==> src/rtl/assert_macros.svh <==
// Assertion macros shared by the sliding-window event rate RTL.
// Included by the modules that carry concurrent checks; no other dependencies.
`ifndef ASSERT_MACROS_SVH
`define ASSERT_MACROS_SVH

`ifndef SYNTH
// A property that must hold at every clock edge outside reset.
`define ASSERT_PROP(label, clk, rst, prop) \
  label: assert property (@(posedge clk) disable iff (rst) (prop)) \
    else $error("assertion failed: %m");
// A condition that must never be true outside reset.
`define ASSERT_NEVER(label, clk, rst, expr) \
  label: assert property (@(posedge clk) disable iff (rst) !(expr)) \
    else $error("assertion failed: %m");
`else
`define ASSERT_PROP(label, clk, rst, prop)
`define ASSERT_NEVER(label, clk, rst, expr)
`endif

`endif

==> src/rtl/swer_pkg.sv <==
// Package for the sliding-window event rate block: field widths, register
// indexes and the control struct passed between the two stages. No dependencies.
`default_nettype none

package swer_pkg;

  // Fixed field widths.
  localparam int TOTAL_W   = 32;
  localparam int SLOT_W    = 16;
  localparam int SUM_W     = 22;
  localparam int CFG_W     = 16;
  localparam int CFG_IDX_W = 1;

  // Configuration register indexes.
  localparam logic [CFG_IDX_W-1:0] REG_LOG_LENGTH = 1'd0;
  localparam logic [CFG_IDX_W-1:0] REG_START_SLOT = 1'd1;

  // Register reset values.
  localparam logic [SLOT_W-1:0] LOG_LENGTH_RESET = 16'd60;
  localparam logic [SLOT_W-1:0] START_SLOT_RESET = 16'd0;

  // Saturation limit of the reported window sum.
  localparam logic [SUM_W-1:0] SUM_MAX = {SUM_W{1'b1}};

  // Control of the request held in the tick stage.
  typedef struct packed {
    logic              valid;
    logic              log_full;
    logic [SLOT_W-1:0] slot;
  } stage_ctl_t;

endpackage

`default_nettype wire

==> src/rtl/swer_ifs.sv <==
// Valid/ready channel interfaces for the input totals and the rate results.
// Depends on swer_pkg for the field widths.
`default_nettype none

interface swer_in_if import swer_pkg::*; ();
  logic               valid;
  logic               ready;
  logic [TOTAL_W-1:0] keyboard_total;
  logic [TOTAL_W-1:0] mouse_total;

  modport source (output valid, keyboard_total, mouse_total, input ready);
  modport sink   (input valid, keyboard_total, mouse_total, output ready);
endinterface

interface swer_out_if import swer_pkg::*; ();
  logic              valid;
  logic              ready;
  logic [SUM_W-1:0]  window_sum;
  logic [SLOT_W-1:0] log_slot;
  logic              log_full;

  modport source (output valid, window_sum, log_slot, log_full, input ready);
  modport sink   (input valid, window_sum, log_slot, log_full, output ready);
endinterface

`default_nettype wire

==> src/rtl/swer_tick.sv <==
// Tick stage: new-event count from the two totals, window index and log slot.
// Depends on swer_pkg, swer_ifs and assert_macros.svh.
`default_nettype none
`include "assert_macros.svh"

module swer_tick import swer_pkg::*; #(
  parameter int WINDOW_TICKS     = 60,
  parameter int TICK_COUNT_WIDTH = 16,
  localparam int IDX_W           = $clog2(WINDOW_TICKS)
) (
  input  wire logic                        clk,
  input  wire logic                        rst,
  input  wire logic                        cfg_we,
  input  wire logic [CFG_IDX_W-1:0]        cfg_index,
  input  wire logic [CFG_W-1:0]            cfg_data,
  swer_in_if.sink                          tick_in,
  input  wire logic                        advance,
  output stage_ctl_t                       ctl,
  output logic [TICK_COUNT_WIDTH-1:0]      tick_count,
  output logic [IDX_W-1:0]                 win_idx
);

  localparam logic [TOTAL_W:0] TICK_MAX = (33'd1 << TICK_COUNT_WIDTH) - 33'd1;
  localparam logic [IDX_W-1:0] IDX_LAST = IDX_W'(WINDOW_TICKS - 1);

  logic               stage_valid;
  logic               log_full;
  logic [SLOT_W-1:0]  slot_index;
  logic [SLOT_W-1:0]  log_length;
  logic [TOTAL_W-1:0] prev_keyboard;
  logic [TOTAL_W-1:0] prev_mouse;

  logic                        accept;
  logic [TOTAL_W-1:0]          kb_delta;
  logic [TOTAL_W-1:0]          ms_delta;
  logic [TOTAL_W:0]            delta_sum;
  logic [TICK_COUNT_WIDTH-1:0] count_next;
  logic [IDX_W-1:0]            win_idx_next;
  logic [SLOT_W:0]             slot_plus;
  logic [SLOT_W-1:0]           slot_next;
  logic                        log_full_next;

  // The stage takes a request when it is empty or its request moves on.
  assign tick_in.ready = !stage_valid || advance;
  assign accept        = tick_in.valid && tick_in.ready;

  // New events since the last tick, saturated to the tick-count width.
  always_comb begin
    kb_delta  = tick_in.keyboard_total - prev_keyboard;
    ms_delta  = tick_in.mouse_total - prev_mouse;
    delta_sum = {1'b0, kb_delta} + {1'b0, ms_delta};
    if (delta_sum > TICK_MAX) begin
      count_next = {TICK_COUNT_WIDTH{1'b1}};
    end else begin
      count_next = delta_sum[TICK_COUNT_WIDTH-1:0];
    end
  end

  // Window index and log slot, both wrapping.
  always_comb begin
    win_idx_next  = (win_idx == IDX_LAST) ? '0 : win_idx + 1'b1;
    slot_plus     = {1'b0, slot_index} + 1'b1;
    slot_next     = (slot_plus >= {1'b0, log_length}) ? '0 : slot_plus[SLOT_W-1:0];
    log_full_next = (slot_next == (log_length - 16'd1));
  end

  // Payload of the held request.
  always_ff @(posedge clk) begin
    if (accept) begin
      tick_count <= count_next;
    end
  end

  // Control state, registers and running pointers.
  always_ff @(posedge clk) begin
    if (rst) begin
      stage_valid   <= 1'b0;
      log_full      <= 1'b0;
      prev_keyboard <= '0;
      prev_mouse    <= '0;
      win_idx       <= '0;
      slot_index    <= START_SLOT_RESET;
      log_length    <= LOG_LENGTH_RESET;
    end else begin
      if (accept) begin
        stage_valid   <= 1'b1;
        log_full      <= log_full_next;
        prev_keyboard <= tick_in.keyboard_total;
        prev_mouse    <= tick_in.mouse_total;
        win_idx       <= win_idx_next;
        slot_index    <= slot_next;
      end else if (advance) begin
        stage_valid <= 1'b0;
      end
      // A start slot write reloads the slot pointer.
      if (cfg_we) begin
        case (cfg_index)
          REG_LOG_LENGTH: log_length <= cfg_data;
          REG_START_SLOT: slot_index <= cfg_data;
          default: ;
        endcase
      end
    end
  end

  assign ctl.valid    = stage_valid;
  assign ctl.log_full = log_full;
  assign ctl.slot     = slot_index;

  // The window index stays within the store.
  `ASSERT_NEVER(a_idx_range, clk, rst, win_idx > IDX_LAST)
  // A held request is not dropped while the window stage stalls.
  `ASSERT_PROP(a_stage_hold, clk, rst, stage_valid && !advance |=> stage_valid)
  // A start slot write lands in the slot pointer.
  `ASSERT_PROP(a_start_load, clk, rst,
               cfg_we && cfg_index == REG_START_SLOT |=> slot_index == $past(cfg_data))

endmodule

`default_nettype wire

==> src/rtl/swer_window.sv <==
// Window stage: window store read-modify-write, running total and result register.
// Depends on swer_pkg, swer_ifs and assert_macros.svh.
`default_nettype none
`include "assert_macros.svh"

module swer_window import swer_pkg::*; #(
  parameter int WINDOW_TICKS     = 60,
  parameter int TICK_COUNT_WIDTH = 16,
  localparam int IDX_W           = $clog2(WINDOW_TICKS)
) (
  input  wire logic                        clk,
  input  wire logic                        rst,
  input  stage_ctl_t                       ctl,
  input  wire logic [TICK_COUNT_WIDTH-1:0] tick_count,
  input  wire logic [IDX_W-1:0]            win_idx,
  output logic                             advance,
  swer_out_if.source                       rate_out
);

  localparam int RT_W  = TICK_COUNT_WIDTH + IDX_W;
  localparam int CMP_W = (RT_W > SUM_W) ? RT_W : SUM_W;
  localparam logic [IDX_W-1:0] IDX_LAST = IDX_W'(WINDOW_TICKS - 1);
  localparam logic [IDX_W-1:0] IDX_ONE  = IDX_W'(1);

  // Window store: one tick count per slot, valid bits stand for the reset clear.
  logic [TICK_COUNT_WIDTH-1:0] counts [WINDOW_TICKS];
  logic [WINDOW_TICKS-1:0]     filled;

  logic [TICK_COUNT_WIDTH-1:0] pf_data;
  logic                        pf_filled;
  logic [IDX_W-1:0]            pf_idx;
  logic [RT_W-1:0]             running_total;
  logic                        out_valid;
  logic [SUM_W-1:0]            window_sum;
  logic [SLOT_W-1:0]           log_slot;
  logic                        log_full;

  logic [IDX_W-1:0]            pf_addr;
  logic [TICK_COUNT_WIDTH-1:0] old_count;
  logic [RT_W-1:0]             total_next;
  logic [CMP_W-1:0]            total_ext;
  logic [SUM_W-1:0]            sum_next;

  // A request moves into the result register when that register is free or its result is taken.
  assign advance = ctl.valid && (!out_valid || rate_out.ready);

  // The next request uses the following slot; it is read one request ahead.
  assign pf_addr   = (win_idx == IDX_LAST) ? '0 : win_idx + 1'b1;
  assign old_count = pf_filled ? pf_data : '0;

  // Add the new count, drop the count that leaves the window, saturate.
  always_comb begin
    total_next = running_total + RT_W'(tick_count) - RT_W'(old_count);
    total_ext  = CMP_W'(total_next);
    if (total_ext > CMP_W'(SUM_MAX)) begin
      sum_next = SUM_MAX;
    end else begin
      sum_next = total_ext[SUM_W-1:0];
    end
  end

  // Store write and registered prefetch read.
  always_ff @(posedge clk) begin
    if (advance) begin
      counts[win_idx] <= tick_count;
      pf_data         <= counts[pf_addr];
    end
  end

  // Result payload.
  always_ff @(posedge clk) begin
    if (advance) begin
      window_sum <= sum_next;
      log_slot   <= ctl.slot;
      log_full   <= ctl.log_full;
    end
  end

  // Valid bits, prefetch tag, running total and result valid.
  always_ff @(posedge clk) begin
    if (rst) begin
      filled        <= '0;
      pf_filled     <= 1'b0;
      pf_idx        <= IDX_ONE;
      running_total <= '0;
      out_valid     <= 1'b0;
    end else begin
      if (advance) begin
        filled[win_idx] <= 1'b1;
        pf_filled       <= filled[pf_addr];
        pf_idx          <= pf_addr;
        running_total   <= total_next;
        out_valid       <= 1'b1;
      end else if (rate_out.ready) begin
        out_valid <= 1'b0;
      end
    end
  end

  assign rate_out.valid      = out_valid;
  assign rate_out.window_sum = window_sum;
  assign rate_out.log_slot   = log_slot;
  assign rate_out.log_full   = log_full;

  // The prefetched entry is the one the held request needs.
  `ASSERT_PROP(a_pf_match, clk, rst, ctl.valid |-> pf_idx == win_idx)
  // A moved request always shows up as a result.
  `ASSERT_PROP(a_out_load, clk, rst, advance |=> out_valid)
  // A written slot is marked valid.
  `ASSERT_PROP(a_fill_mark, clk, rst, advance |=> filled[$past(win_idx)])

endmodule

`default_nettype wire

==> src/rtl/sliding_window_event_rate.sv <==
// Top level of the sliding-window event rate block.
// Depends on swer_pkg, swer_ifs, swer_tick and swer_window.
`default_nettype none

// Each request carries the keyboard and mouse event totals of one tick and gives
// one result: the events of the last WINDOW_TICKS ticks, the log slot of this
// tick and a flag for the log's last slot. The block takes one request per clock
// unless the output stalls; a request passes the tick stage register and the
// result register. The rate is set by the window stage, which writes one slot of
// the window store and reads the slot needed by the next request in the same
// cycle. The store is cleared at reset at once through per-slot valid bits,
// so no clearing pass is needed. Configuration writes must be made only while
// no request is in flight; a start slot write also loads the log slot pointer.
module sliding_window_event_rate import swer_pkg::*; #(
  parameter int WINDOW_TICKS     = 60,
  parameter int TICK_COUNT_WIDTH = 16
) (
  input  wire logic                 clk,
  input  wire logic                 rst,
  input  wire logic                 cfg_we,
  input  wire logic [CFG_IDX_W-1:0] cfg_index,
  input  wire logic [CFG_W-1:0]     cfg_data,
  swer_in_if.sink                   tick_in,
  swer_out_if.source                rate_out
);

  localparam int IDX_W = $clog2(WINDOW_TICKS);

  stage_ctl_t                  ctl;
  logic [TICK_COUNT_WIDTH-1:0] tick_count;
  logic [IDX_W-1:0]            win_idx;
  logic                        advance;

  // Delta, window index and slot pointer.
  swer_tick #(
    .WINDOW_TICKS     (WINDOW_TICKS),
    .TICK_COUNT_WIDTH (TICK_COUNT_WIDTH)
  ) u_tick (
    .clk        (clk),
    .rst        (rst),
    .cfg_we     (cfg_we),
    .cfg_index  (cfg_index),
    .cfg_data   (cfg_data),
    .tick_in    (tick_in),
    .advance    (advance),
    .ctl        (ctl),
    .tick_count (tick_count),
    .win_idx    (win_idx)
  );

  // Window store, running total and result register.
  swer_window #(
    .WINDOW_TICKS     (WINDOW_TICKS),
    .TICK_COUNT_WIDTH (TICK_COUNT_WIDTH)
  ) u_window (
    .clk        (clk),
    .rst        (rst),
    .ctl        (ctl),
    .tick_count (tick_count),
    .win_idx    (win_idx),
    .advance    (advance),
    .rate_out   (rate_out)
  );

endmodule

`default_nettype wire
==> src/flat_wrapper.sv <==
// flat-port wrapper written by rule: the top's interface ports become plain ports
module sliding_window_event_rate_flat import swer_pkg::*;
#(
  parameter int WINDOW_TICKS     = 60,
  parameter int TICK_COUNT_WIDTH = 16
)
  (clk, rst, cfg_we, cfg_index, cfg_data, tick_in_valid, tick_in_keyboard_total, tick_in_mouse_total, tick_in_ready, rate_out_valid, rate_out_window_sum, rate_out_log_slot, rate_out_log_full, rate_out_ready);
  swer_in_if tick_in_i ();
  swer_out_if rate_out_i ();
  input  wire logic clk;
  input  wire logic rst;
  input  wire logic cfg_we;
  input  wire logic [CFG_IDX_W-1:0] cfg_index;
  input  wire logic [CFG_W-1:0] cfg_data;
  input wire logic [$bits(tick_in_i.valid)-1:0] tick_in_valid;
  input wire logic [$bits(tick_in_i.keyboard_total)-1:0] tick_in_keyboard_total;
  input wire logic [$bits(tick_in_i.mouse_total)-1:0] tick_in_mouse_total;
  output wire logic [$bits(tick_in_i.ready)-1:0] tick_in_ready;
  output wire logic [$bits(rate_out_i.valid)-1:0] rate_out_valid;
  output wire logic [$bits(rate_out_i.window_sum)-1:0] rate_out_window_sum;
  output wire logic [$bits(rate_out_i.log_slot)-1:0] rate_out_log_slot;
  output wire logic [$bits(rate_out_i.log_full)-1:0] rate_out_log_full;
  input wire logic [$bits(rate_out_i.ready)-1:0] rate_out_ready;
  assign tick_in_i.valid = tick_in_valid;
  assign tick_in_i.keyboard_total = tick_in_keyboard_total;
  assign tick_in_i.mouse_total = tick_in_mouse_total;
  assign tick_in_ready = tick_in_i.ready;
  assign rate_out_valid = rate_out_i.valid;
  assign rate_out_window_sum = rate_out_i.window_sum;
  assign rate_out_log_slot = rate_out_i.log_slot;
  assign rate_out_log_full = rate_out_i.log_full;
  assign rate_out_i.ready = rate_out_ready;
  sliding_window_event_rate #(.WINDOW_TICKS(WINDOW_TICKS), .TICK_COUNT_WIDTH(TICK_COUNT_WIDTH)) u_core (.clk(clk), .rst(rst), .cfg_we(cfg_we), .cfg_index(cfg_index), .cfg_data(cfg_data), .tick_in(tick_in_i), .rate_out(rate_out_i));
endmodule
==> config.mk <==
export PLATFORM = sky130hd
export DESIGN_NAME = sliding_window_event_rate_flat
export DESIGN_NICKNAME = d
export VERILOG_FILES = /design/src/rtl/swer_pkg.sv /design/src/rtl/swer_ifs.sv /design/src/rtl/swer_tick.sv /design/src/rtl/swer_window.sv /design/src/rtl/sliding_window_event_rate.sv /design/src/flat_wrapper.sv
export VERILOG_INCLUDE_DIRS = /design/src /design/src/rtl
export SDC_FILE = /design/constraint.sdc
export NUM_CORES = 2
export LEC_CHECK = 0
export BUFFER_PORTS_ARGS = -buffer_cell sky130_fd_sc_hd__buf_2
export CORE_ASPECT_RATIO = 0.8
export CORE_MARGIN = 2
export CORE_UTILIZATION = 65
export CTS_CLUSTER_SIZE = 20
export DETAILED_ROUTE_END_ITERATION = 12
export GPL_TIMING_DRIVEN = 0
export PLACE_DENSITY = 0.82
export REMOVE_ABC_BUFFERS = 1
export SLEW_MARGIN = 30
export SYNTH_ARGS = -nofsm -noshare
export SYNTH_HDL_FRONTEND = slang
export SYNTH_SLANG_ARGS = --single-unit
==> constraint.sdc <==
create_clock -name clk -period 12.27 [get_ports clk]
set_input_delay 0 -clock clk [delete_from_list [all_inputs] [get_ports clk]]
set_output_delay 0 -clock clk [all_outputs]
set_load 0.03 [all_outputs]
**Word level (Yosys, flattened, before mapping)**

Memory sizes are Yosys's and may differ from the RTL's. A register that Yosys moved wholly into a read port is not among the register bits.
Cells that the tools add are included.

- Reductions and logical operators: 10
- Divide/modulo/power cells: 0
- Shift operators: 0
- Multiplexer cells: 16
- Bitwise gates (word level): 2
- Multipliers: 0
- Equal/unequal tests: 2
- Add/subtract/negate cells: 8
- Order comparisons: 6

Operator list:

| kind | number |
|---|---|
| 16-bit 2-to-1 mux | 5 |
| 32-bit subtractor | 2 |
| 60-bit OR | 1 |
| 32-bit by 32-bit adder with 33-bit output | 1 |
| 33-bit by 16-bit > comparator with 1-bit output (second input constant) | 1 |
| 22-bit by 16-bit adder with 22-bit output | 1 |
| 22-bit > comparator (second input constant) | 1 |
| 22-bit by 16-bit subtractor with 22-bit output | 1 |
| 16-bit by 1-bit adder with 17-bit output (second input constant) | 1 |
| 17-bit by 16-bit greater-or-equal comparator with 1-bit output | 1 |
| 16-bit equality test | 1 |
| 16-bit by 1-bit subtractor with 16-bit output (second input constant) | 1 |
| 6-bit by 7-bit < comparator with 1-bit output (second input constant) | 2 |
| 1-bit 2-to-1 mux | 8 |
| 6-bit by 1-bit adder with 6-bit output (second input constant) | 1 |
| 1-bit binary-select mux with 6-bit select | 1 |
| 1-bit demux with 6-bit select | 1 |
| 6-bit equality test (second input constant) | 1 |
| 6-bit by 1-bit greater-or-equal comparator with 1-bit output (second input constant) | 1 |
| 6-bit 2-to-1 mux | 1 |
| 2-bit nonzero test | 2 |
| 1-bit logical AND | 3 |
| 1-bit logical NOT | 2 |
| 1-bit logical OR | 2 |
| other kinds (2) | 2 |

- Bits in latches: 0
- Memory bits (writable): 960
- Bits in read-only memories: 0
- Logic and storage cells: 60
- Register bits: 243
- Memories kept: 1

Memory list:

| memory | words | width | rd ports | clocked after memory_dff | write ports | line | RTL |
|---|---|---|---|---|---|---|---|
| u_core.u_window.counts | 60 | 16 | 1 | 1 | 1 | swer_window.sv:26 | `logic [TICK_COUNT_WIDTH-1:0] counts [WINDOW_TICKS];` |

**Depth between registers and ports, before layout**

- Depth after elaboration: 8
- Depth in mapped cells: 24

**Hierarchy**

From an unflattened synthesis, not the netlist that was laid out.

- Cell total of the unflattened synthesis: 4,411
- Area total of the unflattened synthesis: 54,736.2 sq um

Modules (own cells, without submodules):

| module | sequential area each (sq um) | cells an instance | area each (sq um) | times used |
|---|---|---|---|---|
| swer_window | 32,160.8 | 2,996 | 44,293.7 | 1 |
| swer_tick | 2,562.5 | 1,415 | 10,442.5 | 1 |

**Worst setup path before layout**

Ideal clock, no wire load.

- Path type: register to register
- Start: reg u_core.u_tick.prev_mouse[0]
- End: reg u_core.u_tick.tick_count[14] (data pin)
- Required time: 12,004 ps
- Stages on the path, launching flop included: 22
- Arrival: 4,825 ps
- Period minus slack after synthesis: 5,091 ps
- Slack: 7,179 ps
- Path buffers: 2
- Cell sequence: dfxtp_1 -> ha_1 -> fa_1 -> nor2b_1 -> o31a_1 -> a21oi_1 -> a31o_2 -> a21boi_0 -> o211ai_1 -> a211oi_1 -> or4_1 -> nand3_1 -> ha_1 -> clkbuf_1 -> and3_2 -> a311oi_1 -> nand2_2 -> a211o_1 -> a2111o_1 -> a2111oi_4 -> buf_6 -> nand4_2

- Word-level cells in the longest chain between the ends: 3

Ends and longest elaborated chain:

| item | line | RTL |
|---|---|---|
| from (decl) | swer_tick.sv:31 | `logic [TOTAL_W-1:0] prev_mouse;` |
| from (signal assigned) | swer_tick.sv:89 | `prev_mouse <= tick_in.mouse_total;` |
| 32-bit subtractor * | swer_tick.sv:50 | `ms_delta = tick_in.mouse_total - prev_mouse;` |
| 32-bit by 32-bit adder with 33-bit output * | swer_tick.sv:51 | `delta_sum = {1'b0, kb_delta} + {1'b0, ms_delta};` |
| 33-bit by 16-bit > comparator with 1-bit output | swer_tick.sv:52 | `if (delta_sum > TICK_MAX) begin` |
| to (signal assigned) | swer_tick.sv:70 | `tick_count <= count_next;` |
| to (decl) | swer_tick.sv:19 | `output logic [TICK_COUNT_WIDTH-1:0] tick_count,` |

Every way passes the cells marked *; elsewhere a longest branch is shown, timed or not.
A chain may end at the register's enable or synchronous reset.

**Worst setup path after layout**

- Start: reg u_core.u_tick.prev_keyboard[2]
- End: reg u_core.u_tick.tick_count[3] (data pin)

- Word-level cells in the longest chain between the ends: 3

Ends and longest elaborated chain:

| item | line | RTL |
|---|---|---|
| from (decl) | swer_tick.sv:30 | `logic [TOTAL_W-1:0] prev_keyboard;` |
| from (signal assigned) | swer_tick.sv:88 | `prev_keyboard <= tick_in.keyboard_total;` |
| 32-bit subtractor * | swer_tick.sv:49 | `kb_delta = tick_in.keyboard_total - prev_keyboard;` |
| 32-bit by 32-bit adder with 33-bit output * | swer_tick.sv:51 |  |
| 33-bit by 16-bit > comparator with 1-bit output | swer_tick.sv:52 |  |

Marked as above.

==> metrics.md <==
| Metric | Value |
|---|---|
| Status | finished, final reports clean |
| GRT Util Overall | 33.91% |
| FP Rows | 94 |
| Cell family with most CP delay | compound AO/OA/AOI/OAI gates |
| Inst Count DP | 4953 |
| Post-synth EDFFs | 1031 |
| CP startpoint | u_core.u_tick.prev_keyboard[2] |
| Clock buffer depth | 3 |
| Post-Route WL | 145500 um |
| Ys Warns | 0 |
| Fin. Hold Viols | 0 |
| Hpwl dp | 90350 um |
| DR WL/cell | 27.33 um |
| Global-route wire length before repair | 216500 um |
| Die X-Extent | 326.2 um |
| Avg Inst Size Synth | 14.29 um^2 |
| Lkg Pwr | 21.56 nW |
| CP Max Fanout | 11 |
| Vias per cell | 6.786 |
| Vias in the first global route | 35076 |
| Antenna cells | 0 |
| Ports | 127 |
| Synthesized area | 53970 um^2 |
| Pre-CTS setup slack | 5.892 ns |
| Max Cap Viol | 0 |
| Clock sinks | 1219 |
| CP max-delay cell | a311oi_1 |
| Fraction of layout cells with a size suffix above 1 | 18.90% |
| Reg2reg end | u_core.u_tick.tick_count[3] |
| Sequential area share after synthesis | 64.34% |
| CP arrival | 6.79 ns |
| Worst-margin pin slew | 1.063 ns |
| Die ar. | 85360 um^2 |
| Final setup viols | 0 |
| Setup ws final | 5.872 ns |
| Count of cell types in the netlist | 92 |
| Pre-antenna DRT Iters | 9 |
| Setup crit end kind | flop |
| Core area | 82210 um^2 |
| P per Cell Area | 157.3 nW/um^2 |
| Worst EP required | 12.67 ns |
| Nets | 4363 |
| Area delta synth->final | 16.96% |
| Post-CTS Resized | 0 |
| Via count | 36113 |
| Final cell count without fillers | 5322 |
| Drc violations | 0 |
| Max-slew violation count | 0 |
| Critical path launch point type | flop |
| Worst skew pair latency | 0.71 ns |
| Initial antenna violation count | 6 |
| Max Clk Rate | 0.1563 GHz |
| Top_reg_cell synth | edfxtp_1 |
| Hold Crit Start | cfg_data[5] |
| Most frequent cells in the layout | edfxtp_1 (1031), nand2_1 (364), nor2_1 (272), a21oi_1 (258), mux4_2 (255) |
| Worst clock skew | 0.03314 ns |
| Critical Path Max Stage Delay | 0.79 ns |
| Fin crit period | 6.398 ns |
| Crit path kind | reg2reg |
| Buf+Inv Stages, Crit Path | 2 |
| CTS Root Cell | clkbuf_16 |
| Chip height | 261.7 um |
| Final Util | 76.78% |
| #FFs+latches synth | 1219 |
| Crit path cell chain | inv_1 -> ha_1 -> nor2b_1 -> o31a_1 -> nor2_1 -> o21ai_0 -> a311oi_1 -> nand2b_1 -> nand2b_1 -> a21oi_1 -> xnor2_1 -> ha_1 -> a21oi_1 -> o21ai_0 -> a311oi_1 -> nand2_2 -> a211o_1 -> a2111o_1 -> a2111oi_4 -> buf_4 -> nand4_1 |
| H-tree Lvls | 3 |
| Peak VDD IR | 0.1230 mV |
| Async SR Flop Fraction | 0% |
| FF-to-FF path depth | 21 |
| Syn Inst Count | 3777 |
| Final Wtd Congestion | 0.9014 |
| DRT antenna net count | 0 |
| Most common cell after layout, fill and taps aside | edfxtp_1 |
| Final worst-path cycle share | 52.14% |
| Hold path endpoint | u_core.u_tick.log_length[5] |
| Hold WC Path Type | in2reg |
| Worst r2r src | u_core.u_tick.prev_keyboard[2] |
| Setup_tns | 0 ns |
| CTS tree | done |
| Worst slew margin | 29.12% |
| R2r setup slk | 5.87 ns |
| Clock slew at reported path FFs | 0.07 ns |
| Total power | 0.009926 W |
| Starting density of the core | 65.64% |
| IO Port Bufs | 126 |
| Largest net degree at the start of global routing | 92 |
| RSZ-0062 raised after global routing | no |
| Drt first-iter violations | 5880 |
| Num CTS Buffers | 109 |
| Hold path depth | 3 |
| Grt total ovfl | 0 |
## stage by stage
stage / area, um^2 / hold WS [ns]
2_1_floorplan: 53210 / 0.06907
3_3_place_gp: 55230 / 0.2264
3_5_place_dp: 57850 / 0.2510
4_1_cts: 63100 / 0.05988
5_1_grt: 63120 / 0.08448
6_report: 63120 / 0.07816
## worst reg2reg max path, stage by stage (launching register included)
cell,delay (ns)
dfxtp_1,0.34
inv_1,0.06
ha_1,0.32
nor2b_1,0.16
o31a_1,0.25
nor2_1,0.13
o21ai_0,0.22
a311oi_1,0.79
nand2b_1,0.23
nand2b_1,0.07
a21oi_1,0.18
xnor2_1,0.19
ha_1,0.32
a21oi_1,0.23
o21ai_0,0.15
a311oi_1,0.54
nand2_2,0.15
a211o_1,0.33
a2111o_1,0.44
a2111oi_4,0.50
buf_4,0.30
nand4_1,0.19
## worst max-delay path by stage
stage | end | depth (start not counted) | slack [ns]
after CTS | u_core.u_tick.tick_count[3] | 21 | 5.86
after global routing | u_core.u_tick.tick_count[3] | 22 | 5.55
after detailed placement | u_core.u_tick.tick_count[3] | 21 | 5.89
after floorplan | u_core.u_window.pf_filled | 9 | -3.50
after global placement | u_core.u_window.pf_data[11] | 7 | -10.11
final | u_core.u_tick.tick_count[3] | 21 | 5.87
## final cells by class
cell class                 instances  area, um^2
tap                             1104        1381
timing repair buffer             412        4409
sequential                      1219       34720
fill                            4282       19090
clock inverter                    64       706.9
multi-input combinational       2182       18210
inverter                         199       757.0
clock buffer                     142        2932
## routing by layer
metal  part of all wire, %  track usage (%)  up-vias  wire length (um)
li1                      -                -    15068                 -
met1                    37            46.77    17775             53280
met2                    47            53.57     2794             68610
met3                    12            7.775      470             17950
met4                   3.9            13.06        6              5603
met5                 0.025                0        -                36
## power breakdown
group,switching [W],internal (W),total [W]
logic,0.00111,0.000738,0.00185
clock network,0.00156,0.00195,0.00351
registers,0.0000428,0.00453,0.00457
## timing repair
item	in CTS	in global routing
buffers inserted	0	0
hold buffers	161	0
hold endpoints to repair	138	0
## sequential cells by signal, summed over array words and instances, names as in the netlist, 16 cells and up
| name | flops |
|---|---|
| u_core.u_window.pf_data | 16 |
| u_core.u_tick.slot_index | 16 |
| u_core.u_window.rate_out.window_sum | 22 |
| u_core.u_window.running_total | 22 |
| u_core.u_tick.log_length | 16 |
| u_core.u_window.counts | 960 |
| u_core.u_window.filled | 60 |
| u_core.u_tick.tick_count | 16 |
| u_core.u_tick.prev_keyboard | 32 |
| u_core.u_tick.prev_mouse | 32 |
| u_core.u_window.rate_out.log_slot | 16 |
## logic make-up (layout without fill, tap and decap cells)
logic type / after synthesis / in the layout / synth area share (%)
multiplexers: 299 / 299 / 11.49
adder cells (fa/ha/maj): 154 / 154 / 3.835
AO/OA/AOI/OAI: 665 / 665 / 7.890
flip-flops: 1219 / 1219 / 64.34
buffers and inverters: 376 / 817 / 2.780
AND/OR/NAND/NOR: 942 / 942 / 7.686
XOR/XNOR: 122 / 122 / 1.980
## synthesized netlist by cell type, types with 5 or more instances
cell type	instances	area [um^2]
edfxtp_1	1031	30960
nand2_1	365	1370
nor2_1	333	1250
a21oi_1	258	1291
mux4_2	255	5743
inv_1	197	739.5
dfxtp_1	188	3764
ha_1	135	1689
clkbuf_1	128	480.5
o21ai_0	103	515.5
xnor2_1	89	779.5
nand4_1	40	250.2
nand3_1	39	195.2
a21o_1	36	270.3
o211ai_1	34	255.2
xor2_1	33	289.0
mux2i_1	31	310.3
a31oi_1	30	187.7
nor3_1	30	150.1
a211oi_1	25	187.7
and2_1	25	156.4
buf_2	22	110.1
a221oi_1	21	183.9
nand2b_1	20	125.1
fa_1	19	380.4
a22oi_1	18	135.1
and3_1	17	106.4
nor2b_1	17	106.4
o21a_1	17	127.6
o21bai_1	17	127.6
buf_1	13	48.80
mux2_2	13	146.4
a222oi_1	11	110.1
buf_4	10	75.07
or3_1	10	62.56
or2_2	9	56.30
a211o_1	8	70.07
o31ai_1	8	60.06
a21boi_0	7	52.55
nand3b_1	7	52.55
nor4_1	6	37.54
a31o_2	5	43.79
and4_1	5	43.79
o2111ai_1	5	43.79
o31a_1	5	43.79
Note: power is estimated with default switching activity, not from simulation.
